`src/rtl/ase_pkg.sv`:
```
// Shared types, constants and helper functions of the after-start enrichment block.
`default_nettype none

package ase_pkg;

    localparam int RPM_W     = 16;
    localparam int TIME_W    = 32;
    localparam int WIDTH_W   = 16;
    localparam int PCT_W     = 8;
    localparam int CNT_W     = 16;
    localparam int PROD_W    = 24;
    localparam int DIVISOR_W = 16;
    localparam int DIV_STEPS = 3;

    // Division by 100 as a multiplication by a scaled reciprocal.
    localparam int RECIP_W     = 25;
    localparam int RECIP_SHIFT = 31;
    localparam int SCALED_W    = PROD_W + RECIP_W;
    localparam int QUOT100_W   = SCALED_W - RECIP_SHIFT;

    localparam logic [RPM_W-1:0]   START_RPM_RST = 16'd600;
    localparam logic [RPM_W-1:0]   STOP_RPM_RST  = 16'd300;
    localparam logic [15:0]        STABLE_MS_RST = 16'd100;
    localparam logic [CNT_W-1:0]   DURATION_RST  = 16'd200;
    localparam logic [PCT_W-1:0]   PEAK_RST      = 8'd120;

    localparam logic [PCT_W-1:0]     PCT_UNITY   = 8'd100;
    localparam logic [PCT_W-1:0]     PCT_MAX     = 8'd255;
    localparam logic [PROD_W-1:0]    EXTRA_MAX   = 24'd155;
    localparam logic [WIDTH_W-1:0]   WIDTH_MAX   = 16'hFFFF;

    // ceil(2**31 / 100); the scaled product gives the exact quotient for every
    // dividend below 2**24.
    localparam logic [RECIP_W-1:0]   RECIP_100   = 25'd21474837;

    // Register indexes on the configuration port.
    localparam logic [2:0] REG_START_RPM = 3'd0;
    localparam logic [2:0] REG_STOP_RPM  = 3'd1;
    localparam logic [2:0] REG_STABLE_MS = 3'd2;
    localparam logic [2:0] REG_DURATION  = 3'd3;
    localparam logic [2:0] REG_PEAK      = 3'd4;

    localparam logic OP_UPDATE = 1'b0;
    localparam logic OP_APPLY  = 1'b1;

    typedef enum logic [3:0] {
        S_IDLE,
        S_UPDATE,
        S_PCT_MUL,
        S_PCT_DIV,
        S_PCT_WAIT,
        S_W_MUL,
        S_W_DIV,
        S_W_FIN,
        S_DONE
    } ase_state_t;

    typedef enum logic [1:0] {
        PCT_FROM_UNITY,
        PCT_FROM_SPAN,
        PCT_FROM_QUOT
    } pct_sel_t;

    typedef struct packed {
        logic     latch_in;
        logic     do_update;
        logic     mul_pct;
        logic     div_start;
        logic     load_pct;
        pct_sel_t pct_sel;
        logic     mul_width;
        logic     scale_width;
        logic     finish_apply;
        logic     load_out;
    } ase_cmd_t;

    typedef struct packed {
        logic cd_zero;
        logic dur_zero;
        logic div_done;
    } ase_stat_t;

    // 100 plus the extra percent, clipped at 255.
    function automatic logic [PCT_W-1:0] sat_pct(input logic [PROD_W-1:0] extra);
        logic [PCT_W-1:0] pct;
        if (extra > EXTRA_MAX)
        begin
            pct = PCT_MAX;
        end
        else
        begin
            pct = PCT_UNITY + extra[PCT_W-1:0];
        end
        return pct;
    endfunction

    function automatic logic [WIDTH_W-1:0] sat_width(input logic [QUOT100_W-1:0] value);
        logic [WIDTH_W-1:0] w;
        if (value[QUOT100_W-1:WIDTH_W] != '0)
        begin
            w = WIDTH_MAX;
        end
        else
        begin
            w = value[WIDTH_W-1:0];
        end
        return w;
    endfunction

endpackage

`default_nettype wire

```
`src/rtl/ase_div.sv`:
```
// Iterative unsigned divider, three quotient bits per clock cycle.
`default_nettype none

module ase_div (
    input  wire logic                                  clk,
    input  wire logic                                  rst_n,
    input  wire logic                                  start,
    input  wire logic [ase_pkg::PROD_W-1:0]            dividend,
    input  wire logic [ase_pkg::DIVISOR_W-1:0]         divisor,
    output logic                                       done,
    output logic [ase_pkg::PROD_W-1:0]                 quotient
);

    localparam int ITERS = ase_pkg::PROD_W / ase_pkg::DIV_STEPS;
    localparam int ITER_W = $clog2(ITERS);
    localparam logic [ITER_W-1:0] LAST_ITER = ITER_W'(ITERS - 1);

    logic                              busy_reg, busy_next;
    logic                              done_reg, done_next;
    logic [ITER_W-1:0]                 iter_reg, iter_next;
    logic [ase_pkg::DIVISOR_W-1:0]     rem_reg, rem_next;
    logic [ase_pkg::PROD_W-1:0]        quo_reg, quo_next;
    logic [ase_pkg::DIVISOR_W-1:0]     dvsr_reg, dvsr_next;
    logic [ase_pkg::DIVISOR_W:0]       r;
    logic [ase_pkg::PROD_W-1:0]        q;

    // Restoring division: the dividend shifts out of the top of quo_reg while
    // quotient bits shift in at the bottom.
    always_comb
    begin
        r = {1'b0, rem_reg};
        q = quo_reg;
        for (int i = 0; i < ase_pkg::DIV_STEPS; i++)
        begin
            r = {r[ase_pkg::DIVISOR_W-1:0], q[ase_pkg::PROD_W-1]};
            q = {q[ase_pkg::PROD_W-2:0], 1'b0};
            if (r >= {1'b0, dvsr_reg})
            begin
                r = r - {1'b0, dvsr_reg};
                q[0] = 1'b1;
            end
        end
    end

    always_comb
    begin
        busy_next = busy_reg;
        done_next = 1'b0;
        iter_next = iter_reg;
        rem_next  = rem_reg;
        quo_next  = quo_reg;
        dvsr_next = dvsr_reg;
        if (start)
        begin
            busy_next = 1'b1;
            iter_next = '0;
            rem_next  = '0;
            quo_next  = dividend;
            dvsr_next = divisor;
        end
        else if (busy_reg)
        begin
            rem_next  = r[ase_pkg::DIVISOR_W-1:0];
            quo_next  = q;
            iter_next = iter_reg + 1'b1;
            if (iter_reg == LAST_ITER)
            begin
                busy_next = 1'b0;
                done_next = 1'b1;
            end
        end
    end

    always_ff @(posedge clk or negedge rst_n)
    begin
        if (!rst_n)
        begin
            busy_reg <= 1'b0;
            done_reg <= 1'b0;
            iter_reg <= '0;
        end
        else
        begin
            busy_reg <= busy_next;
            done_reg <= done_next;
            iter_reg <= iter_next;
        end
    end

    always_ff @(posedge clk)
    begin
        rem_reg  <= rem_next;
        quo_reg  <= quo_next;
        dvsr_reg <= dvsr_next;
    end

    assign done     = done_reg;
    assign quotient = quo_reg;

endmodule

`default_nettype wire

```
`src/rtl/ase_dp.sv`:
```
// Datapath: start detection state, countdown, percent and pulse width arithmetic.
`default_nettype none

module ase_dp (
    input  wire logic                              clk,
    input  wire logic                              rst_n,
    input  wire ase_pkg::ase_cmd_t                 cmd,
    output ase_pkg::ase_stat_t                     stat,
    input  wire logic [ase_pkg::RPM_W-1:0]         in_rpm,
    input  wire logic [ase_pkg::TIME_W-1:0]        in_time,
    input  wire logic [ase_pkg::WIDTH_W-1:0]       in_base,
    input  wire logic [ase_pkg::RPM_W-1:0]         start_rpm,
    input  wire logic [ase_pkg::RPM_W-1:0]         stop_rpm,
    input  wire logic [15:0]                       stable_ms,
    input  wire logic [ase_pkg::CNT_W-1:0]         duration_cycles,
    input  wire logic [ase_pkg::PCT_W-1:0]         peak_percent,
    output logic                                   out_active,
    output logic [ase_pkg::WIDTH_W-1:0]            out_width,
    output logic [ase_pkg::PCT_W-1:0]              out_pct
);

    // Control state of the enrichment.
    logic [ase_pkg::CNT_W-1:0]    countdown_reg, countdown_next;
    logic                         engine_on_reg, engine_on_next;
    logic                         waiting_reg, waiting_next;
    logic [ase_pkg::TIME_W-1:0]   stamp_reg, stamp_next;
    logic [ase_pkg::PCT_W-1:0]    last_pct_reg, last_pct_next;

    // Working registers of one transaction.
    logic [ase_pkg::RPM_W-1:0]    rpm_reg;
    logic [ase_pkg::TIME_W-1:0]   time_reg;
    logic [ase_pkg::WIDTH_W-1:0]  base_reg;
    logic [ase_pkg::PROD_W-1:0]   prod_reg;
    logic [ase_pkg::QUOT100_W-1:0] quot100_reg;
    logic [ase_pkg::PCT_W-1:0]    pct_reg;
    logic                         res_active_reg;
    logic [ase_pkg::WIDTH_W-1:0]  res_width_reg;
    logic [ase_pkg::PCT_W-1:0]    res_pct_reg;
    logic                         out_active_reg;
    logic [ase_pkg::WIDTH_W-1:0]  out_width_reg;
    logic [ase_pkg::PCT_W-1:0]    out_pct_reg;

    logic                         high, arm, fire;
    logic [ase_pkg::TIME_W-1:0]   stamp_eff, elapsed;
    logic [ase_pkg::CNT_W-1:0]    cd_loaded;
    logic [ase_pkg::PCT_W-1:0]    span;
    logic [ase_pkg::PCT_W-1:0]    pct_sel_val;
    logic [ase_pkg::SCALED_W-1:0] scaled;
    logic                         div_done;
    logic [ase_pkg::PROD_W-1:0]   div_quot;

    ase_div u_div (
        .clk      (clk),
        .rst_n    (rst_n),
        .start    (cmd.div_start),
        .dividend (prod_reg),
        .divisor  (duration_cycles),
        .done     (div_done),
        .quotient (div_quot)
    );

    // The top bits of width*percent times the reciprocal are width*percent/100.
    assign scaled = {{ase_pkg::RECIP_W{1'b0}}, prod_reg}
                  * {{ase_pkg::PROD_W{1'b0}}, ase_pkg::RECIP_100};

    // A start is confirmed once rpm has been high for longer than stable_ms,
    // counted from the first update of the current unbroken run of high updates.
    always_comb
    begin
        high      = rpm_reg > start_rpm;
        arm       = high && !engine_on_reg;
        stamp_eff = waiting_reg ? stamp_reg : time_reg;
        elapsed   = time_reg - stamp_eff;
        fire      = arm && (elapsed > {16'b0, stable_ms});
        cd_loaded = fire ? duration_cycles : countdown_reg;
    end

    always_comb
    begin
        span = (peak_percent >= ase_pkg::PCT_UNITY) ? (peak_percent - ase_pkg::PCT_UNITY)
                                                    : '0;
        unique case (cmd.pct_sel)
            ase_pkg::PCT_FROM_UNITY: pct_sel_val = ase_pkg::PCT_UNITY;
            ase_pkg::PCT_FROM_SPAN:  pct_sel_val = ase_pkg::sat_pct({16'b0, span});
            ase_pkg::PCT_FROM_QUOT:  pct_sel_val = ase_pkg::sat_pct(div_quot);
            default:                 pct_sel_val = ase_pkg::PCT_UNITY;
        endcase
    end

    always_comb
    begin
        countdown_next = countdown_reg;
        engine_on_next = engine_on_reg;
        waiting_next   = waiting_reg;
        stamp_next     = stamp_reg;
        last_pct_next  = last_pct_reg;
        if (cmd.do_update)
        begin
            waiting_next   = arm && !fire;
            stamp_next     = (arm && !waiting_reg) ? time_reg : stamp_reg;
            engine_on_next = (fire || engine_on_reg) && !(rpm_reg < stop_rpm);
            countdown_next = (cd_loaded != '0) ? cd_loaded - 1'b1 : '0;
        end
        if (cmd.finish_apply)
        begin
            last_pct_next = pct_reg;
        end
    end

    always_ff @(posedge clk or negedge rst_n)
    begin
        if (!rst_n)
        begin
            countdown_reg <= '0;
            engine_on_reg <= 1'b0;
            waiting_reg   <= 1'b0;
            stamp_reg     <= '0;
            last_pct_reg  <= ase_pkg::PCT_UNITY;
        end
        else
        begin
            countdown_reg <= countdown_next;
            engine_on_reg <= engine_on_next;
            waiting_reg   <= waiting_next;
            stamp_reg     <= stamp_next;
            last_pct_reg  <= last_pct_next;
        end
    end

    always_ff @(posedge clk)
    begin
        if (cmd.latch_in)
        begin
            rpm_reg  <= in_rpm;
            time_reg <= in_time;
            base_reg <= in_base;
        end
        if (cmd.mul_pct)
        begin
            prod_reg <= {8'b0, countdown_reg} * {16'b0, span};
        end
        else if (cmd.mul_width)
        begin
            prod_reg <= {8'b0, base_reg} * {16'b0, pct_reg};
        end
        if (cmd.scale_width)
        begin
            quot100_reg <= scaled[ase_pkg::SCALED_W-1:ase_pkg::RECIP_SHIFT];
        end
        if (cmd.load_pct)
        begin
            pct_reg <= pct_sel_val;
        end
        if (cmd.do_update)
        begin
            res_active_reg <= countdown_next != '0;
            res_width_reg  <= '0;
            res_pct_reg    <= last_pct_reg;
        end
        else if (cmd.finish_apply)
        begin
            res_active_reg <= countdown_reg != '0;
            res_width_reg  <= ase_pkg::sat_width(quot100_reg);
            res_pct_reg    <= pct_reg;
        end
        if (cmd.load_out)
        begin
            out_active_reg <= res_active_reg;
            out_width_reg  <= res_width_reg;
            out_pct_reg    <= res_pct_reg;
        end
    end

    assign stat.cd_zero  = countdown_reg == '0;
    assign stat.dur_zero = duration_cycles == '0;
    assign stat.div_done = div_done;

    assign out_active = out_active_reg;
    assign out_width  = out_width_reg;
    assign out_pct    = out_pct_reg;

endmodule

`default_nettype wire

```
`src/rtl/ase_ctrl.sv`:
```
// Controller state machine that sequences updates and applies through the datapath.
`default_nettype none

module ase_ctrl (
    input  wire logic                  clk,
    input  wire logic                  rst_n,
    input  wire logic                  in_valid,
    input  wire logic                  in_op,
    output logic                       in_ready,
    output logic                       out_valid,
    input  wire logic                  out_ready,
    input  wire ase_pkg::ase_stat_t    stat,
    output ase_pkg::ase_cmd_t          cmd
);

    ase_pkg::ase_state_t state_reg, state_next;
    logic                out_valid_reg, out_valid_next;
    logic                out_free;

    assign out_free = !out_valid_reg || out_ready;

    always_comb
    begin
        state_next = state_reg;
        unique case (state_reg)
            ase_pkg::S_IDLE:
            begin
                if (in_valid)
                begin
                    state_next = (in_op == ase_pkg::OP_APPLY) ? ase_pkg::S_PCT_MUL
                                                              : ase_pkg::S_UPDATE;
                end
            end
            ase_pkg::S_UPDATE:   state_next = ase_pkg::S_DONE;
            ase_pkg::S_PCT_MUL:
            begin
                if (stat.cd_zero || stat.dur_zero)
                begin
                    state_next = ase_pkg::S_W_MUL;
                end
                else
                begin
                    state_next = ase_pkg::S_PCT_DIV;
                end
            end
            ase_pkg::S_PCT_DIV:  state_next = ase_pkg::S_PCT_WAIT;
            ase_pkg::S_PCT_WAIT:
            begin
                if (stat.div_done)
                begin
                    state_next = ase_pkg::S_W_MUL;
                end
            end
            ase_pkg::S_W_MUL:    state_next = ase_pkg::S_W_DIV;
            ase_pkg::S_W_DIV:    state_next = ase_pkg::S_W_FIN;
            ase_pkg::S_W_FIN:    state_next = ase_pkg::S_DONE;
            ase_pkg::S_DONE:
            begin
                if (out_free)
                begin
                    state_next = ase_pkg::S_IDLE;
                end
            end
            default:             state_next = ase_pkg::S_IDLE;
        endcase
    end

    always_comb
    begin
        cmd      = '0;
        in_ready = 1'b0;
        unique case (state_reg)
            ase_pkg::S_IDLE:
            begin
                in_ready     = 1'b1;
                cmd.latch_in = in_valid;
            end
            ase_pkg::S_UPDATE:
            begin
                cmd.do_update = 1'b1;
            end
            ase_pkg::S_PCT_MUL:
            begin
                cmd.mul_pct  = 1'b1;
                cmd.load_pct = stat.cd_zero || stat.dur_zero;
                cmd.pct_sel  = stat.cd_zero ? ase_pkg::PCT_FROM_UNITY
                                            : ase_pkg::PCT_FROM_SPAN;
            end
            ase_pkg::S_PCT_DIV:
            begin
                cmd.div_start = 1'b1;
            end
            ase_pkg::S_PCT_WAIT:
            begin
                cmd.load_pct = stat.div_done;
                cmd.pct_sel  = ase_pkg::PCT_FROM_QUOT;
            end
            ase_pkg::S_W_MUL:
            begin
                cmd.mul_width = 1'b1;
            end
            ase_pkg::S_W_DIV:
            begin
                cmd.scale_width = 1'b1;
            end
            ase_pkg::S_W_FIN:
            begin
                cmd.finish_apply = 1'b1;
            end
            ase_pkg::S_DONE:
            begin
                cmd.load_out = out_free;
            end
            default:
            begin
                cmd = '0;
            end
        endcase
    end

    always_comb
    begin
        if (cmd.load_out)
        begin
            out_valid_next = 1'b1;
        end
        else if (out_ready)
        begin
            out_valid_next = 1'b0;
        end
        else
        begin
            out_valid_next = out_valid_reg;
        end
    end

    always_ff @(posedge clk or negedge rst_n)
    begin
        if (!rst_n)
        begin
            state_reg     <= ase_pkg::S_IDLE;
            out_valid_reg <= 1'b0;
        end
        else
        begin
            state_reg     <= state_next;
            out_valid_reg <= out_valid_next;
        end
    end

    assign out_valid = out_valid_reg;

endmodule

`default_nettype wire

```
`src/rtl/after_start_enrichment.sv`:
```
// After-start fuel enrichment. An update transaction (tuser 0) checks rpm and
// the millisecond timestamp. An apply transaction (tuser 1) scales the base
// pulse width by the current enrichment percent; the percent over 100 comes
// from countdown*span/duration in an iterative divider that produces three
// quotient bits per cycle; when the countdown or the duration is zero that
// division is skipped. The division of width*percent by 100 is a multiplication
// by a scaled reciprocal. The result is loaded into the output register once
// that register is free. One transaction is processed at a time; the next one
// is accepted in the cycle after the result is loaded, even while that result
// still sits in the output register.
`default_nettype none

module after_start_enrichment (
    input  wire logic        clk,
    input  wire logic        rst_n,
    // APB configuration port
    input  wire logic        psel,
    input  wire logic        penable,
    input  wire logic        pwrite,
    input  wire logic [4:0]  paddr,
    input  wire logic [31:0] pwdata,
    output logic [31:0]      prdata,
    output logic             pready,
    // Input stream
    input  wire logic        s_tvalid,
    output logic             s_tready,
    input  wire logic [63:0] s_tdata,  // rpm[15:0], time_ms[47:16], base_width[63:48]
    input  wire logic        s_tuser,  // op
    // Output stream
    output logic             m_tvalid,
    input  wire logic        m_tready,
    output logic [31:0]      m_tdata   // active[0], enriched_width[16:1], percent_now[24:17]
);

    logic [ase_pkg::RPM_W-1:0]   start_rpm_reg;
    logic [ase_pkg::RPM_W-1:0]   stop_rpm_reg;
    logic [15:0]                 stable_ms_reg;
    logic [ase_pkg::CNT_W-1:0]   duration_reg;
    logic [ase_pkg::PCT_W-1:0]   peak_reg;
    logic                        cfg_wr;
    logic [2:0]                  cfg_idx;

    ase_pkg::ase_cmd_t           cmd;
    ase_pkg::ase_stat_t          stat;
    logic                        out_active;
    logic [ase_pkg::WIDTH_W-1:0] out_width;
    logic [ase_pkg::PCT_W-1:0]   out_pct;

    assign pready  = 1'b1;
    assign cfg_wr  = psel && penable && pwrite && pready;
    assign cfg_idx = paddr[4:2];

    always_ff @(posedge clk or negedge rst_n)
    begin
        if (!rst_n)
        begin
            start_rpm_reg <= ase_pkg::START_RPM_RST;
            stop_rpm_reg  <= ase_pkg::STOP_RPM_RST;
            stable_ms_reg <= ase_pkg::STABLE_MS_RST;
            duration_reg  <= ase_pkg::DURATION_RST;
            peak_reg      <= ase_pkg::PEAK_RST;
        end
        else if (cfg_wr)
        begin
            case (cfg_idx)
                ase_pkg::REG_START_RPM: start_rpm_reg <= pwdata[15:0];
                ase_pkg::REG_STOP_RPM:  stop_rpm_reg  <= pwdata[15:0];
                ase_pkg::REG_STABLE_MS: stable_ms_reg <= pwdata[15:0];
                ase_pkg::REG_DURATION:  duration_reg  <= pwdata[15:0];
                ase_pkg::REG_PEAK:      peak_reg      <= pwdata[7:0];
                default:                ;
            endcase
        end
    end

    always_comb
    begin
        case (cfg_idx)
            ase_pkg::REG_START_RPM: prdata = {16'b0, start_rpm_reg};
            ase_pkg::REG_STOP_RPM:  prdata = {16'b0, stop_rpm_reg};
            ase_pkg::REG_STABLE_MS: prdata = {16'b0, stable_ms_reg};
            ase_pkg::REG_DURATION:  prdata = {16'b0, duration_reg};
            ase_pkg::REG_PEAK:      prdata = {24'b0, peak_reg};
            default:                prdata = '0;
        endcase
    end

    ase_ctrl u_ctrl (
        .clk       (clk),
        .rst_n     (rst_n),
        .in_valid  (s_tvalid),
        .in_op     (s_tuser),
        .in_ready  (s_tready),
        .out_valid (m_tvalid),
        .out_ready (m_tready),
        .stat      (stat),
        .cmd       (cmd)
    );

    ase_dp u_dp (
        .clk             (clk),
        .rst_n           (rst_n),
        .cmd             (cmd),
        .stat            (stat),
        .in_rpm          (s_tdata[15:0]),
        .in_time         (s_tdata[47:16]),
        .in_base         (s_tdata[63:48]),
        .start_rpm       (start_rpm_reg),
        .stop_rpm        (stop_rpm_reg),
        .stable_ms       (stable_ms_reg),
        .duration_cycles (duration_reg),
        .peak_percent    (peak_reg),
        .out_active      (out_active),
        .out_width       (out_width),
        .out_pct         (out_pct)
    );

    assign m_tdata = {7'b0, out_pct, out_width, out_active};

    // The percent reported is never below unity.
    assert property (@(posedge clk) disable iff (!rst_n)
        m_tvalid |-> (m_tdata[24:17] >= ase_pkg::PCT_UNITY))
        else $error("percent_now below 100");

    // An apply with no countdown running passes the width at unity percent.
    assert property (@(posedge clk) disable iff (!rst_n)
        (m_tvalid && !m_tdata[0] && (m_tdata[16:1] != 16'd0))
            |-> (m_tdata[24:17] == ase_pkg::PCT_UNITY))
        else $error("inactive apply used a percent other than 100");

    // Only one transaction is in work at a time.
    assert property (@(posedge clk) disable iff (!rst_n)
        (s_tvalid && s_tready) |=> !s_tready)
        else $error("input accepted while a transaction is in work");

endmodule

`default_nettype wire
```
`config.mk`:
```
export PLATFORM = sky130hd
export DESIGN_NAME = after_start_enrichment
export DESIGN_NICKNAME = d
export VERILOG_FILES = /design/src/rtl/ase_pkg.sv /design/src/rtl/ase_div.sv /design/src/rtl/ase_dp.sv /design/src/rtl/ase_ctrl.sv /design/src/rtl/after_start_enrichment.sv
export SDC_FILE = /design/constraint.sdc
export NUM_CORES = 2
export LEC_CHECK = 0
export ABC_AREA = 0
export BUFFER_PORTS_ARGS = -buffer_cell sky130_fd_sc_hd__buf_4
export CAP_MARGIN = 20
export CELL_PAD_IN_SITES_DETAIL_PLACEMENT = 1
export CELL_PAD_IN_SITES_GLOBAL_PLACEMENT = 2
export CORE_MARGIN = 10
export CORE_UTILIZATION = 46
export DETAILED_ROUTE_END_ITERATION = 6
export PLACE_DENSITY_LB_ADDON = 0.1
export SLEW_MARGIN = 20
export SYNTH_ARGS = -nofsm -noshare
export SYNTH_HDL_FRONTEND = slang
export SYNTH_HIERARCHICAL = 1
export SYNTH_SLANG_ARGS = --single-unit
```
`constraint.sdc`:
```
create_clock -name clk -period 19.3 [get_ports clk]
set_input_delay 3.86 -clock clk [delete_from_list [all_inputs] [get_ports clk]]
set_output_delay 3.86 -clock clk [all_outputs]
set_load 0.01 [all_outputs]
```
==> impl_metrics.env <==
export IMPL_status="finished clean"
export IMPL_met1_usage_pct=29.67
export IMPL_worst_pin_slew_ns=1.059
export IMPL_grt_pass1_vias=31220
export IMPL_die_y_um=308.5
export IMPL_drcViolationCount=0
export IMPL_hold_viol=0
export IMPL_yosysWarnings=6
export IMPL_tns_ns=0
export IMPL_drt_initial_drc_count=1292
export IMPL_wl_per_cell_um=21.94
export IMPL_cp_required_ns=15.44
export IMPL_critPathKind="in2out"
export IMPL_synth_top_area_share_pct=19.56
export IMPL_synth_adder_area_share_pct=35.18
export IMPL_portBuffers=133
export IMPL_synth_cell_area_um2=38280
export IMPL_nets=4758
export IMPL_vias=27500
export IMPL_dieArea_um2=95150
export IMPL_synth_distinct_cells=116
export IMPL_multi_input_comb_area_um2=25560
export IMPL_ant_nets=0
export IMPL_cts_hold_buf=0
export IMPL_wl_mm=107.6
export IMPL_skew_ns=0.02560
export IMPL_dp_hpwl_mm=86.92
export IMPL_slew_headroom_pct=29.38
export IMPL_synth_most_common_cell="inv_1"
export IMPL_ctsHtreeMaxLevel=2
export IMPL_io_pins=176
export IMPL_async_reset_ff_share_pct=38.89
export IMPL_synth_xor_area_share_pct=2.906
export IMPL_reg2reg_depth=26
export IMPL_synth_area_top_cells="fa_1 (20%), ha_1 (16%), edfxtp_1 (15%)"
export IMPL_min_path_type="reg2reg"
export IMPL_rrSetupSlack_ns=10.41
export IMPL_yosysSeqAreaShare_pct=25.64
export IMPL_cts_buffers_inserted=44
export IMPL_grt_max_degree=80
export IMPL_cts_sinks=360
export IMPL_worstPathArrival_ns=5.34
export IMPL_root_buffer="clkbuf_16"
export IMPL_synth_top_family_by_area="adder cells"
export IMPL_post_cts_setup_buffers=0
export IMPL_whs_ns=0.4301
export IMPL_clk_path_buf_depth=3
export IMPL_grt_pass1_wl_mm=172.4
export IMPL_num_fill_cells=8988
export IMPL_ys_ff_latch=360
export IMPL_finalWorstPathRequiredPeriod_ns=9.199
export IMPL_drv_cap=0
export IMPL_worstPathMaxFanout=23
export IMPL_fin_crit_sh_pct=47.66
export IMPL_initial_utilization_pct=46.54
export IMPL_grt_setup_unrepaired="no"
export IMPL_cp_start_kind="input port"
export IMPL_busiest_layer="met2"
export IMPL_min_path_cells=0
export IMPL_synth_edff_count=188
export IMPL_area_delta_synth_final_pct=8.727
export IMPL_viasPerCell=5.608
export IMPL_drt_first_pass_iters=5
export IMPL_synth_compound_area_share_pct=10.33
export IMPL_die_w_um=308.5
export IMPL_clock_latency_ns=0.59
export IMPL_final_layout_size_suffix_gt1_share_pct=13.20
export IMPL_setup_violations_final=0
export IMPL_grtUsageTotal_pct=22.80
export IMPL_cts_resized=0
export IMPL_endpoint_kind="output pin"
export IMPL_synthFlopType="edfxtp_1"
export IMPL_gp_congestion=0.8819
export IMPL_clk_pin_slew_ns=0.06
export IMPL_synth_mux_area_fraction_pct=7.554
export IMPL_antenna_found_initial=4
export IMPL_gr_usage_met2_pct=39.84
export IMPL_timing_fmax_ghz=0.1087
export IMPL_core_area_um2=82240
export IMPL_post_synth_top_area_cell="fa_1"
export IMPL_yosys_area_share_simple_pct=10.51
export IMPL_syn_avg_cell_area_um2=10.31
export IMPL_grt_ovfl_total=0
export IMPL_seq_area_um2=9817
export IMPL_met3_usage_pct=2.987
export IMPL_cts_tree="yes"
export IMPL_maxSlewViolCount=0
export IMPL_synth_cells=3712
export IMPL_synthTopCellsByCount="inv_1 (596), ha_1 (478), fa_1 (374), nand2_1 (250), edfxtp_1 (188)"
export IMPL_rows=105
## metal layers
metal	vias to the layer above	share of wire, %
li1	12740	-
met1	14200	45
met4	0	2.1
met5	-	0
met3	122	3.9
met2	448	49
## path summary, 6_finish.rpt
kind	startpoint	to
worst min register to register	u_dp/res_width_reg[11]$_SDFFE_PP0P_	u_dp/out_width[11]$_DFFE_PP_
max in group asynchronous	rst_n	u_dp/last_pct_reg[3]$_DFFE_PN0P_
worst max-delay path	paddr[2]	prdata[1]
min in group asynchronous	rst_n	u_dp/stamp_reg[19]$_DFFE_PN0P_
worst min-delay path	u_dp/res_width_reg[11]$_SDFFE_PP0P_	u_dp/out_width[11]$_DFFE_PP_
worst max register to register	u_dp/waiting_reg$_DFFE_PN0P_	u_dp/res_active_reg$_DFFE_PP_
## logic make-up after synthesis
logic type | Yosys count
XOR/XNOR | 127
adder cells (fa/ha/maj) | 852
buffers and inverters | 738
multiplexers | 253
other | 2
AND/OR/NAND/NOR | 807
flip-flops | 360
AO/OA/AOI/OAI | 573
## layout make-up
type                       count  area share, %
clock buffer                  61          3.042
clock inverter                20         0.4990
multi-input combinational   2636          61.42
timing repair buffer         156          2.823
tap                         1070          3.217
sequential                   360          23.59
antenna                        2        0.01203
inverter                     599          5.402
## critical path, cell delays in order
cell	delay (ns)
buf_4	0.23
nor2b_1	0.51
a22oi_1	0.13
o21ai_0	0.39
buf_4	0.21
## stage by stage
step	utilization (%)	worst slack [ns]	instance area, µm²	instances
2_1_floorplan	-	10.65	38360	3734
3_3_place_gp	48.81	10.21	40140	4821
3_5_place_dp	48.81	10.17	40140	4821
4_1_cts	50.60	10.17	41610	4902
5_1_grt	50.60	9.794	41610	4902
6_report	50.61	10.10	41620	4904
## placed cells by master (no fill, tap or decap), drive strengths merged, types with 29 or more instances in the layout
cell / count
dfrtp: 119
fa: 374
xnor2: 88
nand4: 29
ha: 478
nand3: 41
nor2: 165
buf: 156
nor3: 60
xor2: 39
and2: 108
mux2: 177
mux2i: 68
o21ai: 136
nand2: 253
dfxtp: 32
inv: 602
clkbuf: 61
a21oi: 129
edfxtp: 188
a21o: 59
Power is left out: the tool's default activity adds up to more than one toggle a clock period on the data nets, which glitch-free logic cannot reach.
